==> config.mk <==
export PLATFORM = sky130hd
export DESIGN_NAME = bfifo_pct
export DESIGN_NICKNAME = d
export VERILOG_FILES = /design/src/hdl/bfifo_pkg.sv /design/src/hdl/bfifo_pct.sv
export SDC_FILE = /design/constraint.sdc
export NUM_CORES = 1
export LEC_CHECK = 0
export BUFFER_PORTS_ARGS = -buffer_cell sky130_fd_sc_hd__buf_2
export CORE_MARGIN = 4
export CORE_UTILIZATION = 63
export CTS_CLUSTER_DIAMETER = 40
export DETAILED_ROUTE_END_ITERATION = 6
export PLACE_DENSITY = 0.89
export SLEW_MARGIN = 20
export SYNTH_ARGS = -nofsm -noshare
export SYNTH_HDL_FRONTEND = slang
export SYNTH_SLANG_ARGS = --single-unit
export TNS_END_PERCENT = 50
==> constraint.sdc <==
create_clock -name clk -period 8 [get_ports clk]
set_input_delay 0.4 -clock clk [delete_from_list [all_inputs] [get_ports clk]]
set_output_delay 0.4 -clock clk [all_outputs]
set_load 0.02 [all_outputs]
==> src/hdl/bfifo_pkg.sv <==
package bfifo_pkg;

	localparam int STORE_DEPTH    = 4096;
	localparam int ADDR_W         = $clog2(STORE_DEPTH);
	localparam int LEN_W          = 13;
	localparam int BYTE_W         = 8;
	localparam int MAX_READ_BURST = 64;
	localparam int RCNT_W         = $clog2(MAX_READ_BURST + 1);
	localparam int PCT_W          = 7;
	localparam int PCT_SCALE      = 100;
	// dividend = fill * 100, below 2^(LEN_W + PCT_W - 1)
	localparam int DIV_W          = LEN_W + PCT_W - 1;
	localparam int STEP_W         = $clog2(PCT_W);

	typedef enum logic [1:0] {
		OP_WRITE = 2'd0,
		OP_READ  = 2'd1,
		OP_PEEK  = 2'd2,
		OP_CLEAR = 2'd3
	} op_t;

	typedef enum logic [1:0] {
		ST_IDLE,
		ST_DIV,
		ST_RESULT,
		ST_READ
	} state_t;

	typedef struct packed {
		op_t               operation;
		logic [LEN_W-1:0]  request_length;
		logic [BYTE_W-1:0] data_byte;
		logic              first_of_burst;
		logic              last_of_burst;
	} req_item_t;

	typedef struct packed {
		logic [BYTE_W-1:0] out_byte;
		logic              byte_valid;
		logic [LEN_W-1:0]  done_length;
		logic              last_result;
		logic [LEN_W-1:0]  fill_count;
		logic [LEN_W-1:0]  free_count;
		logic [PCT_W-1:0]  fill_percent;
	} rsp_item_t;

endpackage

==> src/hdl/bfifo_pct.sv <==
// fill * 100 / capacity, one quotient bit per cycle (quotient never exceeds 100)
module bfifo_pct (
	input  logic                      clk,
	input  logic                      arst_n,
	input  logic                      start,
	input  logic [bfifo_pkg::LEN_W-1:0] fill,
	input  logic [bfifo_pkg::LEN_W-1:0] cap,
	output logic                      done,
	output logic [bfifo_pkg::PCT_W-1:0] pct
);
	import bfifo_pkg::*;

	logic              busy_q;
	logic [STEP_W-1:0] cnt_q;
	logic [DIV_W-1:0]  rem_q;
	logic [DIV_W-1:0]  dsh_q;
	logic [PCT_W-1:0]  quo_q;
	logic              zero_q;
	logic              ge;

	assign ge   = rem_q >= dsh_q;
	assign done = busy_q && (cnt_q == '0);
	assign pct  = zero_q ? '0 : quo_q;

	always_ff @(posedge clk or negedge arst_n) begin
		if (!arst_n) begin
			busy_q <= 1'b0;
			cnt_q  <= '0;
		end else if (start) begin
			busy_q <= 1'b1;
			cnt_q  <= STEP_W'(PCT_W - 1);
		end else if (busy_q) begin
			if (cnt_q == '0) begin
				busy_q <= 1'b0;
			end else begin
				cnt_q <= cnt_q - 1'b1;
			end
		end
	end

	always_ff @(posedge clk) begin
		if (start) begin
			rem_q  <= DIV_W'(fill) * DIV_W'(PCT_SCALE);
			dsh_q  <= DIV_W'(cap) << (PCT_W - 1);
			quo_q  <= '0;
			zero_q <= (cap == '0);
		end else if (busy_q) begin
			rem_q <= ge ? (rem_q - dsh_q) : rem_q;
			quo_q <= {quo_q[PCT_W-2:0], ge};
			dsh_q <= dsh_q >> 1;
		end
	end

endmodule

==> results of run 1 <==
[worst max path at each step]
| stage | from | endpoint | slack [ps] | depth (start not counted) |
|---|---|---|---|---|
| final | fill[2] | rem_q[16]$_DFFE_PP_ | 4700 | 12 |
| after global routing | fill[3] | rem_q[15]$_DFFE_PP_ | 4570 | 14 |
| after CTS | fill[2] | rem_q[16]$_DFFE_PP_ | 4750 | 12 |
| after detailed placement | fill[2] | rem_q[16]$_DFFE_PP_ | 4430 | 12 |
| after global placement | fill[2] | rem_q[16]$_DFFE_PP_ | 4470 | 12 |
| after floorplan | fill[2] | rem_q[16]$_DFFE_PP_ | 4740 | 11 |
[stage by stage]
| stage | power [mW] | util, % | hold slack [ps] |
|---|---|---|---|
| floorplan | 1.226 | - | 104.4 |
| global placement | 1.370 | 68.40 | 213.3 |
| detailed placement | 1.408 | 68.40 | 223.1 |
| CTS | 1.571 | 69.85 | 383.4 |
| global route | 1.705 | 69.85 | 387.8 |
| finish | 1.585 | 69.85 | 381.0 |
[state kept, by name (all words and copies together), names as in the netlist]
name,count
rem_q,19
quo_q,7
busy_q,1
cnt_q,3
zero_q,1
dsh_q,19
[cell usage in the layout, fill, tap and decap left out, types with 5 or more instances in the layout]
master / instances
clkbuf_8: 5
a21oi_1: 19
o21a_1: 6
edfxtp_1: 31
fa_1: 9
nor2_1: 29
nand2b_1: 7
xnor2_1: 16
mux2i_1: 12
nor2b_1: 16
a22o_1: 5
o31ai_2: 8
a21o_1: 6
buf_2: 36
o21ai_0: 28
a211oi_1: 5
nand3_1: 5
ha_1: 62
nor3_1: 10
inv_1: 57
xor2_1: 9
nand2_1: 45
dfxtp_1: 15
o211ai_1: 6
[synthesized netlist by cell type (all sizes together) (11+ instances only)]
cell and count:
a21oi 19, edfxtp 31, mux2i 12, inv 57, o21ai 29, ha 62, nor2b 16, o31ai 12
nand2 45, dfxtp 15, xnor2 16, nor2 30, clkbuf 11
[critical path, cell delays in order]
cell      delay (ps)
buf_2            130
ha_1             300
ha_1             310
fa_1             460
ha_1             360
a21o_1           190
a21oi_1          280
o211ai_1         180
a31o_2           260
a21oi_1          170
xnor2_1           90
a22o_1           230
[per-layer routing]
| metal | GRT usage, % | vias up |
|---|---|---|
| met5 | 0 | - |
| met4 | 5.739 | 0 |
| met3 | 3.087 | 22 |
| met2 | 40.54 | 130 |
| met1 | 32.18 | 1720 |
| li1 | - | 1774 |
[area by class of cell]
class | count | share of cell area (%)
clock inverter | 3 | 0.4433
sequential | 50 | 27.74
clock buffer | 5 | 1.434
tap | 96 | 2.503
multi-input combinational | 360 | 59.14
timing repair buffer | 39 | 4.276
inverter | 57 | 4.459
[what timing repair did]
action                                 4_1_cts  5_1_grt
endpoints found under the hold margin        4        0
hold buffers                                 1        0
setup buffers                                0        0
[cell families (layout without fill, tap and decap cells)]
kind of cell    after synthesis  in the layout  synth area share (%)
xor+xnor                     25             25                 4.850
fa+ha+maj                    71             71                 21.18
flops                        50             50                 29.49
simple gates                136            136                 14.77
compound gates              116            116                 19.40
mux                          12             12                 2.661
buf+inv                      73            104                 7.650
[power by group]
part	leakage, nW	switching, mW	internal [mW]
registers	0.497	0.0342	0.376
logic	1.73	0.601	0.418
clock network	0.0458	0.0945	0.0619
total	2.27	0.729	0.856
==> metrics.md, run 1 <==
| Metric | Value |
|---|---|
| Status | `finished clean` |
| GRT Resource Usage Total | `23.78%` |
| Pre-CTS setup slack | `4428 ps` |
| Power per cell area | `330.3 mW/mm^2` |
| RSZ-0062 raised after global routing | `false` |
| Vias per inst | `5.977` |
| Fin Setup TNS | `0 ps` |
| DP Area | `0.004698 mm^2` |
| Minimum clock period | `3302 ps` |
| Relative slew slack | `44.89%` |
| Fill cells | `513` |
| Synth Net Count | `583` |
| Predominant post-synthesis flop cell | `edfxtp_1` |
| Total routed wirelength | `9734 um` |
| Fin cells | `610` |
| Vias | `3,646` |
| First-pass GRT wire length | `16,570 um` |
| I/O Buffers | `36` |
| Setup crit end kind | `flip-flop` |
| CP Launch Type | `primary input` |
| Synth area leaders | `edfxtp_1, ha_1, dfxtp_1` |
| CTS sink cnt | `50` |
| CTS tree | `done` |
| Wirelength per Cell | `15.96 um` |
| Worst Hold Endpoint | `dsh_q[15]$_DFFE_PP_` |
| DR iter-0 viols | `325` |
| Synthesized area | `0.004514 mm^2` |
| # diodes | `0` |
| Maximum level of the CTS H-tree | `2` |
| Starting Density | `65.72%` |
| VDD IR max | `0.1240 mV` |
| Met3 WL post-DR | `513 um` |
| Met1 wire length | `4220 um` |
| Vias in the first global route | `3,581` |
| Largest net degree at the start of global routing | `79` |
| Worst-Skew Late Latency | `320 ps` |
| Fin. max-slew vios | `0` |
| Yosys top cell area share | `20.62%` |
| FF+latch area | `0.001331 mm^2` |
| Type of the worst min-delay path | `primary input to flip-flop` |
| Layout Nets | `613` |
| Max-cap viol count | `0` |
| Post-Synthesis Cells | `483` |
| Yosys reg bits | `50` |
| Clock Root Buffer | `clkbuf_8` |
| Post-synth EDFFs | `31` |
| Area used by multi-input combinational logic | `0.002838 mm^2` |
| Hold Violations, Final | `0` |
| Worst-path clk slew | `100 ps` |
| HP Start | `cap[9]` |
| Crit path max fanout | `4` |
| CTS buffer count | `5` |
| Final setup margin | `4698 ps` |
| DIE AREA | `0.008584 mm^2` |
| Final setup vio count | `0` |
| Fmax | `302.9 MHz` |
| CTS resizes | `0` |
| Routed met2 length | `4834 um` |
| Crit path kind | `primary input to flip-flop` |
| DR top layer | `met4` |
| GR Overflow Total | `0` |
| Critical path arrival | `3370 ps` |
| Hold Path Cell Cnt | `3` |
| Cell area after layout | `0.004798 mm^2` |
| Routability cong. | `0.8892` |
| Post-route ant nets | `0` |
| Tcrit/Tclk final | `41.27%` |
| DR pass1 iterations | `5` |
| Area leader, netlist | `edfxtp_1` |
| Fin Clk Skew | `18.04 ps` |
| Core box area | `0.006869 mm^2` |
| Site Rows | `30` |
| Syn Area/Cell | `9.346 um^2` |
| Netlist cell types | `68` |
| Die Y | `92.65 um` |
| Sequential cell area fraction in the yosys report | `29.49%` |
| R2r startpoint | `dsh_q[2]$_SDFFE_PP0P_` |
| Synth async-reset ratio | `8.000%` |
| Worst-margin pin slew | `826.6 ps` |
| Die X | `92.65 um` |
| LEAKAGE | `2.273 nW` |
| Flop-to-flop setup slack | `4970 ps` |
| Placed Cells | `601` |
| Reg-to-reg endpoint | `rem_q[16]$_DFFE_PP_` |
| Post-DP HPWL | `7589 um` |
| Yosys warning count | `0` |
| Area growth from synthesis to layout | `6.292%` |
| Clk buf depth | `2` |
| Layout cell share with drive strength beyond 1 | `13.81%` |
| R2r worst-path depth | `8` |
| CP required | `8070 ps` |
| Initial antenna violation count | `0` |
| DRC Markers | `0` |
| Io pins | `37` |
Note: power is estimated with default switching activity, not from simulation.
==> inputs of run 2 (changes only) <==
ABC_AREA = 1   (was not set)
CORE_UTILIZATION = 56   (was 63)
PLACE_DENSITY = 0.84   (was 0.89)
clock period = 2.9 ns   (was 8 ns; I/O delays follow)
==> run 2 against run 1 <==
  * Critical path type unchanged
  * Power grew to 2.8 times the previous value
  * Sequential share of layout area shrank 2.3 points
  * Global-route usage shrank 0.56 points
  * Flip-flop and latch count is the same
  * Via count grew 21%
  * Cell count grew 36%
  * Clock power grew to 2.9 times the previous value
==> metrics.md, run 2 <==
| Metric | Value |
|---|---|
| Crit path max fanout | `4 (unchanged)` |
| Netlist cell types | `32 (-53%)` |
| Sequential cell area fraction in the yosys report | `27.64% (-1.8 points)` |
| Largest net degree at the start of global routing | `48 (-39%)` |
| Die X | `100.7 um (+8.7%)` |
| Wirelength per Cell | `13.57 um (-15%)` |
| Clock Root Buffer | `clkbuf_8` |
| Most common cell after layout, fill and taps aside | `nand2_1` |
| Predominant post-synthesis flop cell | `edfxtp_1` |
| Site Rows | `33 (+10%)` |
| Yosys reg bits | `50 (unchanged)` |
| Worst-path clk slew | `110 ps (about the same)` |
| Vias per inst | `5.309 (-11%)` |
| First-pass GRT wire length | `19,130 um (+15%)` |
| Tcrit/Tclk final | `89.81%` |
| Type of the worst min-delay path | `primary input to flip-flop` |
| Fin. max-slew vios | `0 (unchanged)` |
| Synth Net Count | `790 (+36%)` |
| Routability cong. | `0.9692 (+9.0%)` |
| R2r worst-path depth | `13 (+5)` |
| Core box area | `0.008299 mm^2 (+21%)` |
| Layout Nets | `826 (+35%)` |
| Post-route ant nets | `0 (unchanged)` |
| CTS resizes | `0 (unchanged)` |
| CP required | `2990 ps (-5080 ps)` |
| Clk buf depth | `2 (unchanged)` |
| Post-Synthesis Cells | `690 (+43%)` |
| Flop-to-flop setup slack | `300 ps (-4670 ps)` |
| DR pass1 iterations | `4 (-1)` |
| Status | `finished clean` |
| Synth async-reset ratio | `8.000% (unchanged)` |
| I/O Buffers | `36 (unchanged)` |
| Worst-margin pin slew | `560.0 ps (-266.6 ps)` |
| # diodes | `0 (unchanged)` |
| VDD IR max | `0.4326 mV (+250%)` |
| Max-cap viol count | `0 (unchanged)` |
| LEAKAGE | `2.963 nW (+30%)` |
| Final setup margin | `295.4 ps (-4403 ps)` |
| Worst Setup EP | `rem_q[16]$_DFFE_PP_` |
| CTS sink cnt | `50 (unchanged)` |
| Reg-to-reg endpoint | `rem_q[17]$_DFFE_PP_` |
| Pre-CTS setup slack | `-49.52 ps (-4478 ps)` |
| Initial antenna violation count | `0 (unchanged)` |
| Cell area after layout | `0.005225 mm^2 (+8.9%)` |
| Biggest regs | `dsh_q x19, rem_q x19, quo_q x7` |
| Critical path startpoint | `fill[5]` |
| Most frequent cells in the layout | `nand2_1, inv_1, ha_1, nand3_1, nor2_1` |
| Synth area leaders | `edfxtp_1, ha_1, nand2_1` |
| GR Overflow Total | `0 (unchanged)` |
| Syn Area/Cell | `6.980 um^2 (-25%)` |
| Synthesized area | `0.004816 mm^2 (+6.7%)` |
| Setup crit end kind | `flip-flop` |
| Relative slew slack | `62.58% (+18 points)` |
| RSZ-0062 raised after global routing | `false` |
| DRC Markers | `0 (unchanged)` |
| Area leader, netlist | `edfxtp_1` |
| CP Launch Type | `primary input` |
| CTS buffer count | `5 (unchanged)` |
| Worst-Skew Late Latency | `320 ps (about the same)` |
| Fin Setup TNS | `0 ps (unchanged)` |
| Starting Density | `58.03% (-7.7 points)` |
| DR iter-0 viols | `243 (-25%)` |
| Post-CTS Setup Inserts | `0 (unchanged)` |
| Fill cells | `782 (+52%)` |
| Vias in the first global route | `4,315 (+20%)` |
| DP Area | `0.005117 mm^2 (+8.9%)` |
| Top-count cell post-synth | `nand2_1` |
| Minimum clock period | `2605 ps` |
| Post-DP HPWL | `9291 um (+22%)` |
| Io pins | `37 (unchanged)` |
| Die Y | `100.7 um (+8.7%)` |
| Power per cell area | `852.8 mW/mm^2 (+160%)` |
| Yosys top cell area share | `19.33% (-1.3 points)` |
| Hold Violations, Final | `0 (unchanged)` |
| Fin Clk Skew | `11.48 ps (-6.562 ps)` |
| Maximum level of the CTS H-tree | `2 (unchanged)` |
| Synth cell count leaders | `nand2_1, inv_1, ha_1` |
| GRT Resource Usage Total | `23.21% (-0.56 points)` |
| Vias | `4,417 (+21%)` |
| R2r startpoint | `dsh_q[6]$_DFFE_PP_` |
| Post-synth EDFFs | `31 (unchanged)` |
| Total routed wirelength | `11,290 um (+16%)` |
| Yosys warning count | `0 (unchanged)` |
| Fmax | `383.9 MHz` |
| CTS tree | `done` |
| Crit path kind | `primary input to flip-flop` |
| Area growth from synthesis to layout | `8.496%` |
| Critical path arrival | `2690 ps (-680 ps)` |
| Hold Buf Count CTS | `1 (unchanged)` |
| Final setup vio count | `0 (unchanged)` |
| DIE AREA | `0.01015 mm^2 (+18%)` |
| Layout cell share with drive strength beyond 1 | `9.491% (-4.3 points)` |
run 2: cell types whose count changed in the layout (fill, tap and decap cells not counted), moves of 9 or more:
| cell | before | now |
|---|---|---|
| inv_1 | 57 | 141 |
| o21bai_2 | 0 | 9 |
| nand2_1 | 45 | 200 |
| a21oi_1 | 19 | 34 |
| nor2b_1 | 16 | 0 |
| mux2i_1 | 12 | 0 |
| nand4_1 | 3 | 16 |
| nand3_1 | 5 | 51 |
| nor2_1 | 29 | 44 |
run 2: area by class of cell:
| type | count | area [um^2] | share of cell area (%) |
|---|---|---|---|
| clock buffers | 5 | 68.82 | 1.317 |
| clock inverters | 3 | 28.78 | 0.5508 |
| inverters | 141 | 529.3 | 10.13 |
| multi-input cells | 485 | 2888 | 55.27 |
| flip-flops and latches | 50 | 1331 | 25.48 |
| well taps | 105 | 131.4 | 2.514 |
| repair buffers | 43 | 247.7 | 4.741 |
run 2: routing by layer:
| metal | global-route usage [%] | up-vias | share of wire [%] |
|---|---|---|---|
| met5 | 0 | - | 0 |
| met3 | 3.945 | 22 | 5.2 |
| met2 | 41.06 | 108 | 49 |
| met4 | 6.736 | 0 | 2.0 |
| met1 | 28.89 | 2032 | 43 |
| li1 | - | 2255 | - |
run 2: power by group:
group,switching (mW),internal (mW),total (mW)
logic,1.86,1.01,2.87
clock network,0.277,0.180,0.456
registers,0.0948,1.04,1.13
run 2: kinds of logic (layout without fill, tap and decap cells):
kind of cell               after synthesis  after routing  synth area share [%]
xor gates and xnor gates                11             11                 2.001
buffers and inverters                  155            192                 12.39
and+or+nand+nor                        328            328                 28.79
adders and majority gates               71             71                 19.85
AOI/OAI and AO/OA                       75             75                 9.327
DFF                                     50             50                 27.64
run 2: how the worst min path moves through the flow:
stage,startpoint,to,slack (ps),cells past startpoint
after global routing,cap[12],dsh_q[18]$_DFFE_PP_,110,3
after floorplan,arst_n,busy_q$_DFF_PN0_,-150,0
after global placement,arst_n,busy_q$_DFF_PN0_,-50,1
after CTS,cap[12],dsh_q[18]$_DFFE_PP_,110,3
after detailed placement,arst_n,busy_q$_DFF_PN0_,-50,1
final,cap[12],dsh_q[18]$_DFFE_PP_,110,3
run 2: worst max-delay path, stage by stage:
cell      delay (ps)
buf_2            120
ha_1             300
ha_1             280
inv_1             50
fa_1             500
inv_1             40
ha_1             340
nand2_1           90
nand2_1           80
o21bai_1         190
nand2_1           80
nand3_1           80
o21ai_0          210
buf_4            150
nand2_1           40
run 2: through the flow:
step           power, mW  instances  utilization, %  hold WS (ps)
6_report           4.456        832           62.96         110.6
5_1_grt            4.894        832           62.96         114.8
4_1_cts            4.431        832           62.96         111.5
3_5_place_dp       3.972        823           61.66        -45.34
3_3_place_gp       3.888        823           61.66        -47.00
2_1_floorplan      3.312        690               -        -150.6
